### config.mk
export PLATFORM = sky130hd
export DESIGN_NAME = bmp_rle4_pixel_decoder
export DESIGN_NICKNAME = d
export VERILOG_FILES = /design/src/hdl/bmprle_pkg.sv /design/src/hdl/bmprle_clip.sv /design/src/hdl/bmprle_offset.sv /design/src/hdl/bmp_rle4_pixel_decoder.sv
export VERILOG_INCLUDE_DIRS = /design/src /design/src/hdl
export SDC_FILE = /design/constraint.sdc
export NUM_CORES = 2
export LEC_CHECK = 0
export ABC_AREA = 1
export BUFFER_PORTS_ARGS = -buffer_cell sky130_fd_sc_hd__buf_2
export CAP_MARGIN = 20
export CORE_MARGIN = 3
export CORE_UTILIZATION = 60
export DETAILED_ROUTE_END_ITERATION = 8
export PLACE_DENSITY = 0.82
export SLEW_MARGIN = 20
export SYNTH_ARGS = -nofsm -noshare
export SYNTH_HDL_FRONTEND = slang
export SYNTH_SLANG_ARGS = --single-unit
### constraint.sdc
create_clock -name clock -period 25.4 [get_ports clock]
set_clock_uncertainty 0.05 [all_clocks]
set_input_delay 2.54 -clock clock [delete_from_list [all_inputs] [get_ports clock]]
set_output_delay 2.54 -clock clock [all_outputs]
set_load 0.02 [all_outputs]
### src/hdl/assert_macros.svh
// Assertion helpers for the RTL files; bmp_rle4_pixel_decoder.sv includes them.
`ifndef ASSERT_MACROS_SVH
`define ASSERT_MACROS_SVH

// Property that must hold at every clock edge outside of reset.
`define BMP_ASSERT(lbl, clk, rst, prop, msg) \
   lbl: assert property (@(posedge clk) disable iff (rst) (prop)) else $error(msg);

// Condition that must never be seen outside of reset.
`define BMP_ASSERT_NEVER(lbl, clk, rst, cond, msg) \
   lbl: assert property (@(posedge clk) disable iff (rst) !(cond)) else $error(msg);

`endif

### src/hdl/bmprle_pkg.sv
package bmprle_pkg;

   typedef enum logic [2:0] {
      PH_COUNT,
      PH_ENC_VALUE,
      PH_ESCAPE,
      PH_DX,
      PH_DY,
      PH_LITERAL,
      PH_PAD,
      PH_FINISHED
   } phase_type;

   localparam int CSR_INDEX_BITS = 2;

   localparam logic [CSR_INDEX_BITS-1:0] CSR_IMAGE_WIDTH  = 2'd0;
   localparam logic [CSR_INDEX_BITS-1:0] CSR_IMAGE_HEIGHT = 2'd1;
   localparam logic [CSR_INDEX_BITS-1:0] CSR_ROW_STRIDE   = 2'd2;

   localparam logic [7:0] ESC_END_OF_LINE  = 8'h00;
   localparam logic [7:0] ESC_END_OF_IMAGE = 8'h01;
   localparam logic [7:0] ESC_DELTA        = 8'h02;

   localparam logic KIND_RUN  = 1'b0;
   localparam logic KIND_DONE = 1'b1;

   localparam logic [3:0] NIBBLE_MASK = 4'hf;

endpackage

### src/hdl/bmprle_clip.sv
module bmprle_clip import bmprle_pkg::*; #(
   parameter int COORD_BITS = 16
) (
   input  logic [7:0]            want,
   input  logic [COORD_BITS-1:0] column,
   input  logic [31:0]           write_offset,
   input  logic [15:0]           image_width,
   input  logic [31:0]           buffer_end,
   output logic [7:0]            run_length
);

   localparam int WIDE = (COORD_BITS > 16) ? COORD_BITS : 16;
   localparam logic [COORD_BITS-1:0] COORD_MAX = '1;

   logic [WIDE-1:0] width_ext;
   logic [WIDE-1:0] cmax_ext;
   logic [WIDE-1:0] limit;
   logic [WIDE-1:0] column_ext;
   logic [WIDE-1:0] col_room;
   logic [31:0]     buf_room;
   logic [7:0]      col_room8;
   logic [7:0]      buf_room8;
   logic [7:0]      first_min;

   assign width_ext  = WIDE'(image_width);
   assign cmax_ext   = WIDE'(COORD_MAX);
   assign limit      = (width_ext < cmax_ext) ? width_ext : cmax_ext;
   assign column_ext = WIDE'(column);
   assign col_room   = limit - column_ext;
   assign buf_room   = buffer_end - write_offset;

   // Both room figures are capped at a byte, since a run is never longer.
   assign col_room8 = (|col_room[WIDE-1:8]) ? 8'hff : col_room[7:0];
   assign buf_room8 = (|buf_room[31:8]) ? 8'hff : buf_room[7:0];
   assign first_min = (col_room8 < want) ? col_room8 : want;

   always_comb begin
      if (column_ext >= limit || write_offset >= buffer_end) begin
         run_length = 8'd0;
      end else if (buf_room8 < first_min) begin
         run_length = buf_room8;
      end else begin
         run_length = first_min;
      end
   end

endmodule

### src/hdl/bmprle_offset.sv
module bmprle_offset import bmprle_pkg::*; #(
   parameter int COORD_BITS = 16
) (
   input  logic [COORD_BITS-1:0] row,
   input  logic [COORD_BITS-1:0] column,
   input  logic [15:0]           row_stride,
   output logic [31:0]           write_offset
);

   localparam int PW = COORD_BITS + 16;
   localparam int SW = (PW + 1 > 33) ? PW + 1 : 33;

   logic [PW-1:0] product;
   logic [SW-1:0] sum;

   assign product = PW'(row) * PW'(row_stride);
   assign sum     = SW'(product) + SW'(column);

   // Offsets that do not fit in 32 bits pin at all ones, past any buffer end.
   assign write_offset = (|sum[SW-1:32]) ? 32'hffff_ffff : sum[31:0];

endmodule

### src/hdl/bmp_rle4_pixel_decoder.sv
// Decoder for 4-bit run-length compressed bitmap data.
// The req channel takes one stream byte per request in req_tdata; req_tuser set
// clears position and parse state before that byte is decoded. The rsp channel
// gives at most one result per request: a pixel run (rsp_tuser low) with its
// buffer offset, length and the two alternating nibble values, or an image
// finished marker (rsp_tuser high) with all data bits zero.
// The csr port writes image_width, image_height and row_stride; the buffer
// end product is registered from the stored values in the cycle after a write.
// A request taken into the input register is decoded into the rsp register.
// Throughput is one request per cycle while the receiver takes results; each
// request passes through one input register and combinational decode
// logic, whose longest path is the row times stride multiply of a line end
// or a move. Reset clears the position, the parse state and both registers,
// and sets all three csr values to 1. When the receiver stalls, the result
// holds in the rsp register, one more request is taken into the input
// register, and the decoder then waits until the result is taken.
module bmp_rle4_pixel_decoder import bmprle_pkg::*; #(
   parameter int COORD_BITS = 16
) (
   input  logic        clock,
   input  logic        reset,
   input  logic        req_tvalid,
   output logic        req_tready,
   input  logic [7:0]  req_tdata,   // [7:0] data_byte
   input  logic        req_tuser,   // [0] start_of_image
   output logic        rsp_tvalid,
   input  logic        rsp_tready,
   output logic [47:0] rsp_tdata,   // [31:0] pixel_offset, [39:32] run_length,
                                    // [43:40] first_value, [47:44] second_value
   output logic        rsp_tuser,   // [0] result_kind
   input  logic        csr_we,
   input  logic [CSR_INDEX_BITS-1:0] csr_index,
   input  logic [15:0] csr_wdata
);

`include "assert_macros.svh"

   localparam int WIDE = (COORD_BITS > 16) ? COORD_BITS : 16;
   localparam logic [COORD_BITS-1:0] COORD_MAX = '1;

   logic [15:0] width_ff;
   logic [15:0] height_ff;
   logic [15:0] stride_ff;
   logic [31:0] buffer_end_ff;

   logic       s1_valid_ff;
   logic [7:0] s1_byte_ff;
   logic       s1_sof_ff;

   phase_type             phase_ff,  phase_in;
   logic [COORD_BITS-1:0] column_ff, column_in;
   logic [COORD_BITS-1:0] row_ff,    row_in;
   logic [31:0]           offset_ff, offset_in;
   logic [7:0]            held_ff,   held_in;
   logic [7:0]            lit_ff,    lit_in;
   logic [7:0]            dx_ff,     dx_in;

   logic        rsp_valid_ff, rsp_valid_in;
   logic        rsp_kind_ff,  rsp_kind_in;
   logic [31:0] rsp_off_ff,   rsp_off_in;
   logic [7:0]  rsp_len_ff,   rsp_len_in;
   logic [3:0]  rsp_v1_ff,    rsp_v1_in;
   logic [3:0]  rsp_v2_ff,    rsp_v2_in;

   logic out_free;
   logic fire;

   phase_type             eff_phase;
   logic [COORD_BITS-1:0] eff_column;
   logic [COORD_BITS-1:0] eff_row;
   logic [31:0]           eff_offset;
   logic [7:0]            eff_held;
   logic [7:0]            eff_lit;
   logic [7:0]            eff_dx;

   logic [7:0]            clip_want;
   logic [7:0]            clip_len;
   logic [COORD_BITS:0]   row_sum;
   logic [COORD_BITS:0]   col_sum;
   logic [COORD_BITS-1:0] mv_row;
   logic [COORD_BITS-1:0] mv_column;
   logic [31:0]           mv_offset;
   logic                  past_rows;
   logic                  mv_past_rows;
   logic [7:0]            lit_take;

   assign out_free   = !rsp_valid_ff || rsp_tready;
   assign fire       = s1_valid_ff && out_free;
   assign req_tready = !s1_valid_ff || out_free;

   assign rsp_tvalid = rsp_valid_ff;
   assign rsp_tuser  = rsp_kind_ff;
   assign rsp_tdata  = {rsp_v2_ff, rsp_v1_ff, rsp_len_ff, rsp_off_ff};

   // Start of image acts on the state before the byte itself is decoded.
   assign eff_phase  = s1_sof_ff ? PH_COUNT : phase_ff;
   assign eff_column = s1_sof_ff ? '0 : column_ff;
   assign eff_row    = s1_sof_ff ? '0 : row_ff;
   assign eff_offset = s1_sof_ff ? 32'd0 : offset_ff;
   assign eff_held   = s1_sof_ff ? 8'd0 : held_ff;
   assign eff_lit    = s1_sof_ff ? 8'd0 : lit_ff;
   assign eff_dx     = s1_sof_ff ? 8'd0 : dx_ff;

   assign clip_want = (eff_phase == PH_ESCAPE) ? s1_byte_ff : eff_held;

   bmprle_clip #(
      .COORD_BITS(COORD_BITS)
   ) u_clip (
      .want         (clip_want),
      .column       (eff_column),
      .write_offset (eff_offset),
      .image_width  (width_ff),
      .buffer_end   (buffer_end_ff),
      .run_length   (clip_len)
   );

   // A line end steps one row down to column zero; a move adds dx and dy.
   always_comb begin
      if (eff_phase == PH_DY) begin
         row_sum = {1'b0, eff_row} + (COORD_BITS + 1)'(s1_byte_ff);
         col_sum = {1'b0, eff_column} + (COORD_BITS + 1)'(eff_dx);
      end else begin
         row_sum = {1'b0, eff_row} + (COORD_BITS + 1)'(1);
         col_sum = '0;
      end
   end

   assign mv_row    = row_sum[COORD_BITS] ? COORD_MAX : row_sum[COORD_BITS-1:0];
   assign mv_column = col_sum[COORD_BITS] ? COORD_MAX : col_sum[COORD_BITS-1:0];

   bmprle_offset #(
      .COORD_BITS(COORD_BITS)
   ) u_offset (
      .row          (mv_row),
      .column       (mv_column),
      .row_stride   (stride_ff),
      .write_offset (mv_offset)
   );

   assign past_rows    = WIDE'(eff_row) >= WIDE'(height_ff);
   assign mv_past_rows = WIDE'(mv_row) >= WIDE'(height_ff);
   assign lit_take     = (eff_lit >= 8'd2) ? 8'd2 : eff_lit;

   always_comb begin
      phase_in    = phase_ff;
      column_in   = column_ff;
      row_in      = row_ff;
      offset_in   = offset_ff;
      held_in     = held_ff;
      lit_in      = lit_ff;
      dx_in       = dx_ff;
      rsp_valid_in = 1'b0;
      rsp_kind_in = KIND_RUN;
      rsp_off_in  = eff_offset;
      rsp_len_in  = 8'd0;
      rsp_v1_in   = 4'd0;
      rsp_v2_in   = 4'd0;
      if (fire) begin
         phase_in  = eff_phase;
         column_in = eff_column;
         row_in    = eff_row;
         offset_in = eff_offset;
         held_in   = eff_held;
         lit_in    = eff_lit;
         dx_in     = eff_dx;
         if (eff_phase != PH_FINISHED && !past_rows) begin
            case (eff_phase)
               PH_COUNT: begin
                  if (s1_byte_ff != 8'd0) begin
                     held_in  = s1_byte_ff;
                     phase_in = PH_ENC_VALUE;
                  end else begin
                     phase_in = PH_ESCAPE;
                  end
               end
               PH_ENC_VALUE: begin
                  phase_in = PH_COUNT;
                  if (clip_len != 8'd0) begin
                     rsp_valid_in = 1'b1;
                     rsp_len_in   = clip_len;
                     rsp_v1_in    = s1_byte_ff[7:4];
                     rsp_v2_in    = s1_byte_ff[3:0] & NIBBLE_MASK;
                     column_in    = eff_column + COORD_BITS'(clip_len);
                     offset_in    = eff_offset + 32'(clip_len);
                  end
               end
               PH_ESCAPE: begin
                  if (s1_byte_ff == ESC_END_OF_LINE) begin
                     column_in = mv_column;
                     row_in    = mv_row;
                     offset_in = mv_offset;
                     if (mv_past_rows) begin
                        rsp_valid_in = 1'b1;
                        rsp_kind_in  = KIND_DONE;
                        rsp_off_in   = 32'd0;
                        phase_in     = PH_FINISHED;
                     end else begin
                        phase_in = PH_COUNT;
                     end
                  end else if (s1_byte_ff == ESC_END_OF_IMAGE) begin
                     rsp_valid_in = 1'b1;
                     rsp_kind_in  = KIND_DONE;
                     rsp_off_in   = 32'd0;
                     phase_in     = PH_FINISHED;
                  end else if (s1_byte_ff == ESC_DELTA) begin
                     phase_in = PH_DX;
                  end else begin
                     held_in = s1_byte_ff;
                     lit_in  = clip_len;
                     if (clip_len != 8'd0) begin
                        phase_in = PH_LITERAL;
                     end else if (s1_byte_ff[1:0] == 2'd1 || s1_byte_ff[1:0] == 2'd2) begin
                        phase_in = PH_PAD;
                     end else begin
                        phase_in = PH_COUNT;
                     end
                  end
               end
               PH_DX: begin
                  dx_in    = s1_byte_ff;
                  phase_in = PH_DY;
               end
               PH_DY: begin
                  column_in = mv_column;
                  row_in    = mv_row;
                  offset_in = mv_offset;
                  if (mv_past_rows) begin
                     rsp_valid_in = 1'b1;
                     rsp_kind_in  = KIND_DONE;
                     rsp_off_in   = 32'd0;
                     phase_in     = PH_FINISHED;
                  end else begin
                     phase_in = PH_COUNT;
                  end
               end
               PH_LITERAL: begin
                  lit_in       = eff_lit - lit_take;
                  rsp_valid_in = 1'b1;
                  rsp_len_in   = lit_take;
                  rsp_v1_in    = s1_byte_ff[7:4];
                  rsp_v2_in    = (lit_take == 8'd2) ? (s1_byte_ff[3:0] & NIBBLE_MASK) : 4'd0;
                  column_in    = eff_column + COORD_BITS'(lit_take);
                  offset_in    = eff_offset + 32'(lit_take);
                  if (eff_lit == lit_take) begin
                     // The run is padded to an even byte count in the stream.
                     if (eff_held[1:0] == 2'd1 || eff_held[1:0] == 2'd2) begin
                        phase_in = PH_PAD;
                     end else begin
                        phase_in = PH_COUNT;
                     end
                  end
               end
               PH_PAD: begin
                  phase_in = PH_COUNT;
               end
               default: begin
                  phase_in = PH_FINISHED;
               end
            endcase
         end
      end
   end

   always_ff @(posedge clock) begin
      if (reset) begin
         width_ff      <= 16'd1;
         height_ff     <= 16'd1;
         stride_ff     <= 16'd1;
         buffer_end_ff <= 32'd1;
         s1_valid_ff   <= 1'b0;
         phase_ff      <= PH_COUNT;
         column_ff     <= '0;
         row_ff        <= '0;
         offset_ff     <= 32'd0;
         held_ff       <= 8'd0;
         lit_ff        <= 8'd0;
         dx_ff         <= 8'd0;
         rsp_valid_ff  <= 1'b0;
      end else begin
         if (csr_we) begin
            case (csr_index)
               CSR_IMAGE_WIDTH:  width_ff  <= csr_wdata;
               CSR_IMAGE_HEIGHT: height_ff <= csr_wdata;
               CSR_ROW_STRIDE:   stride_ff <= csr_wdata;
               default: ;
            endcase
         end
         buffer_end_ff <= {16'd0, stride_ff} * {16'd0, height_ff};
         if (req_tready) begin
            s1_valid_ff <= req_tvalid;
         end
         phase_ff  <= phase_in;
         column_ff <= column_in;
         row_ff    <= row_in;
         offset_ff <= offset_in;
         held_ff   <= held_in;
         lit_ff    <= lit_in;
         dx_ff     <= dx_in;
         if (out_free) begin
            rsp_valid_ff <= rsp_valid_in;
         end
      end
   end

   always_ff @(posedge clock) begin
      if (req_tready) begin
         s1_byte_ff <= req_tdata;
         s1_sof_ff  <= req_tuser;
      end
      if (out_free) begin
         rsp_kind_ff <= rsp_kind_in;
         rsp_off_ff  <= rsp_off_in;
         rsp_len_ff  <= rsp_len_in;
         rsp_v1_ff   <= rsp_v1_in;
         rsp_v2_ff   <= rsp_v2_in;
      end
   end

   `BMP_ASSERT(a_done_is_empty, clock, reset, (rsp_valid_ff && rsp_kind_ff == KIND_DONE) |-> (rsp_tdata == 48'd0), "finished result carries nonzero data")
   `BMP_ASSERT_NEVER(a_run_not_empty, clock, reset, rsp_valid_ff && rsp_kind_ff == KIND_RUN && rsp_len_ff == 8'd0, "pixel run result of zero length")
   `BMP_ASSERT(a_finished_sticks, clock, reset, (phase_ff == PH_FINISHED && !(fire && s1_sof_ff)) |=> (phase_ff == PH_FINISHED), "decoder left the finished state without a start of image")
   `BMP_ASSERT(a_literal_count, clock, reset, (lit_ff != 8'd0) |-> (phase_ff == PH_LITERAL), "literal pixels pending outside of an absolute run")

endmodule
==> summary.md <==
| Metric | Value |
|---|---|
| Fill cell count | around 5300 |
| Pwr Density | 39.2 nW/µm² |
| Post-synthesis cell count | between 5000 and 6000 |
| CTS sink count | 231 |
| Routed vias | between 30000 and 40000 |
| FP Rows | 90 |
| Largest net degree at the start of global routing | ~100 |
| Max Buffers Root-to-Sink | 3 |
| EDFF count, synth | 58 |
| Average size of a mapped cell | about 7 µm² |
| Run status | finished, violations left |
| Int Power | about 860 µW |
| GPL Wtd Cong | a little over 1 |
| Die ar. | roughly 64000 µm² |
| Top-level I/O count | 83 |
| CTS root buffer | clkbuf_16 |
| CP Capture Type | flip-flop |
| Synth top cells by count | nand2_1, inv_1, nor2_1, fa_1, a21oi_1 |
| Worst-margin pin slew | between 1 and 1.5 ns |
| Post-route DRC | 4 |
| Clock power frac | between 20% and 30% |
| Port Buffer Count | a little over 80 |
| CP max-delay cell | xnor2_2 |
| Setup TNS | 0 ns |
| Layout cells sized above 1 | under 10% |
| Detail Placement HPWL | roughly 90000 µm |
| Initial antenna violation count | 2 |
| Startpoint types | flip-flop |
| Worst skew pair latency | 0.61 ns |
| Min-delay worst type | reg2reg |
| NetSw | about 660 µW |
| Flip-flop and latch area | roughly 5200 µm² |
| Fin util | between 60% and 70% |
| Avg Vias per Cell | ~5.9 |
| Cts hold-fix bufs | 0 |
| CORE AREA | 60500 µm² |
| Final Max Tran Viols | 0 |
| Total of warnings raised by yosys | 0 |
| Synth area leader | fa_1 |
| Asr flop ratio synth | 0% |
| Multi-input gate area | around 27000 µm² |
| Routed wire length | roughly 120000 µm |
| P&R area growth vs syn | 5.24% |
| Routed Antenna Nets | 0 |
| Final Setup Violations | 0 |
| Synth Cell Area | approximately 37000 µm² |
| Die height | approximately 250 µm |
| RSZ-0062 raised after global routing | no |
| Yosys reg bits | approximately 230 |
| Post-CTS setup buffer count | 0 |
| Wire per inst | slightly below 20 µm |
| Post_cts resized | 0 |
| CP max FO | 54 |
| H-tree depth | 1 |
| Combinational Power Share | 44.0% |
| R2R cell count | 55 |
| First-pass GRT wire length | approximately 180000 µm |
| CTS Buf Count | 29 |
| Largest cells by area after synthesis | fa_1, ha_1, nand2_1 |
| Initial drt markers | approximately 3900 |
| Max VDD drop | 0.0613 mV |
| Worst Hold Depth | 2 |
| Most frequent cell on the critical path | inv_1 |
| DRT Pass-1 Iters | 9 |
| Vias in the first global route | ~33000 |
| Final hold violations | 0 |
| Sw Ratio | 43.6% |
| Tot GR Track Use | ~36% |
| Most common cell in the synthesized netlist | nand2_1 |
| CP Class | reg2reg |
| Clock period minus worst slack | 11.93 ns |
| Die X | roughly 250 µm |
| Most common flop cell mapped by yosys | dfxtp_1 |
| Leakage power | 0.0200 µW |
| Yosys top cell area share | ~22% |
| Starting Density | between 60% and 70% |
| Max-cap violations | 0 |
| Gr ovfl total | 0 |
| Total power | 1520 µW |
| Seq pwr share | between 20% and 30% |
| # nets final | between 6000 and 7000 |
| Final period util | 47.0% |
| Synth cell types | a little over 60 |
| Worst-path clk slew | around 0.060 ns |
| CP required | 25.88 ns |
| Register area share after synthesis | 14.2% |
| Worst slew margin | roughly a fifth |
| Failing checks | design-rule violations |
| Crit-path max cell delay | between 0.7 and 0.8 ns |
| N_diodes | 0 |
| CTS tree | built |
| Crit path DAT | approximately 12 ns |
| Fmax | 83.8 MHz |
==> registers in the layout, summed over array words and instances, names as in the netlist <==
name,cells
rsp_v2_ff,4
rsp_tuser,1
height_ff,16
width_ff,16
offset_ff,32
dx_ff,8
s1_sof_ff,1
column_ff,16
held_ff,8
rsp_tvalid,1
rsp_v1_ff,4
row_ff,16
s1_byte_ff,8
buffer_end_ff,32
stride_ff,16
s1_valid_ff,1
rsp_len_ff,8
lit_ff,8
phase_ff,3
rsp_off_ff,32
==> kinds of logic (layout without fill, tap and decap cells) <==
family	count (synthesis)	count (layout)	share of synthesized area, %
other	2	13	0.0204
and+or+nand+nor	1969	1969	21.6
AOI/OAI and AO/OA	841	841	13.1
xor gates and xnor gates	111	111	2.64
DFF	231	231	14.2
buffers and inverters	1330	1287	13.7
adders and majority gates	773	773	34.7
==> per-stage QoR <==
stage,instances,setup WS [ns],hold WS (ns),area (µm²)
final,6007,13.47,0.416,38700
after CTS,6007,13.74,0.416,38700
after global placement,5954,14.19,0.402,37700
after detailed placement,5954,13.77,0.405,37700
after global routing,6007,12.60,0.432,38700
after floorplan,5268,15.01,0.390,36800
==> cell usage in the layout, fill, tap and decap left out, types with 7 or more instances in the layout <==
cell type / n
ha_1: 360
o21ai_0: 215
a21oi_1: 397
nand3_1: 219
a21oi_2: 19
o221ai_1: 11
a2111oi_0: 7
inv_1: 1078
xnor2_1: 23
o21ai_1: 11
edfxtp_1: 58
o22ai_1: 24
dfxtp_1: 171
nor3_1: 61
xor2_1: 87
buf_4: 49
nand2_2: 16
o31ai_1: 14
clkinv_1: 21
nor4_1: 10
o21bai_1: 16
o211ai_1: 29
clkbuf_16: 30
a31oi_1: 11
or2_2: 12
nand4_1: 26
buf_2: 81
fa_1: 413
nor2_1: 458
a21o_1: 9
nand2_1: 1148
a221oi_1: 11
conb_1: 13
o21a_1: 18
a211oi_1: 13
==> worst paths after layout <==
path	from	slack, ns	endpoint
hold reg to reg	offset_ff[18]$_SDFFE_PP0P_	0.42	offset_ff[18]$_SDFFE_PP0P_
hold / removal	offset_ff[18]$_SDFFE_PP0P_	0.42	offset_ff[18]$_SDFFE_PP0P_
setup / recovery	s1_sof_ff$_DFFE_PP_	13.47	offset_ff[0]$_SDFFE_PP0P_
setup reg to reg	s1_sof_ff$_DFFE_PP_	13.47	offset_ff[0]$_SDFFE_PP0P_
==> critical path: cells and delay by family (launching register included) <==
kind,cells,cell delay [ns]
AO/OA/AOI/OAI,17,2.81
XOR/XNOR,1,0.79
adder cells (fa/ha/maj),8,3.22
buffers and inverters,13,2.46
flip-flops,1,0.33
AND/OR/NAND/NOR,16,2.17
==> metal layers <==
metal	vias up	track usage [%]	wire length, µm
met3	333	7.10	13600
met1	16600	49.7	47100
met5	-	0	29
met2	2024	56.3	51100
li1	16300	-	-
met4	4	13.8	5250
==> area by class of cell <==
| class | count | share of cell area (%) |
|---|---|---|
| Multi-Input combinational cell | 3707 | 68.7 |
| Sequential cell | 231 | 13.5 |
| Inverter | 1104 | 10.7 |
| Tap cell | 782 | 2.53 |
| Clock buffer | 37 | 2.03 |
| Timing Repair Buffer | 130 | 2.00 |
| Clock inverter | 16 | 0.533 |
==> power by group through the flow <==
stage          Combinational, µW  Clock, µW  Sequential (µW)
5_1_grt                      737        456              410
2_1_floorplan                485          0              405
3_3_place_gp                 635          0              416
4_1_cts                      647        443              408
3_5_place_dp                 644          0              416
6_report                     668        441              409
Power figures use the tool's default switching activity.
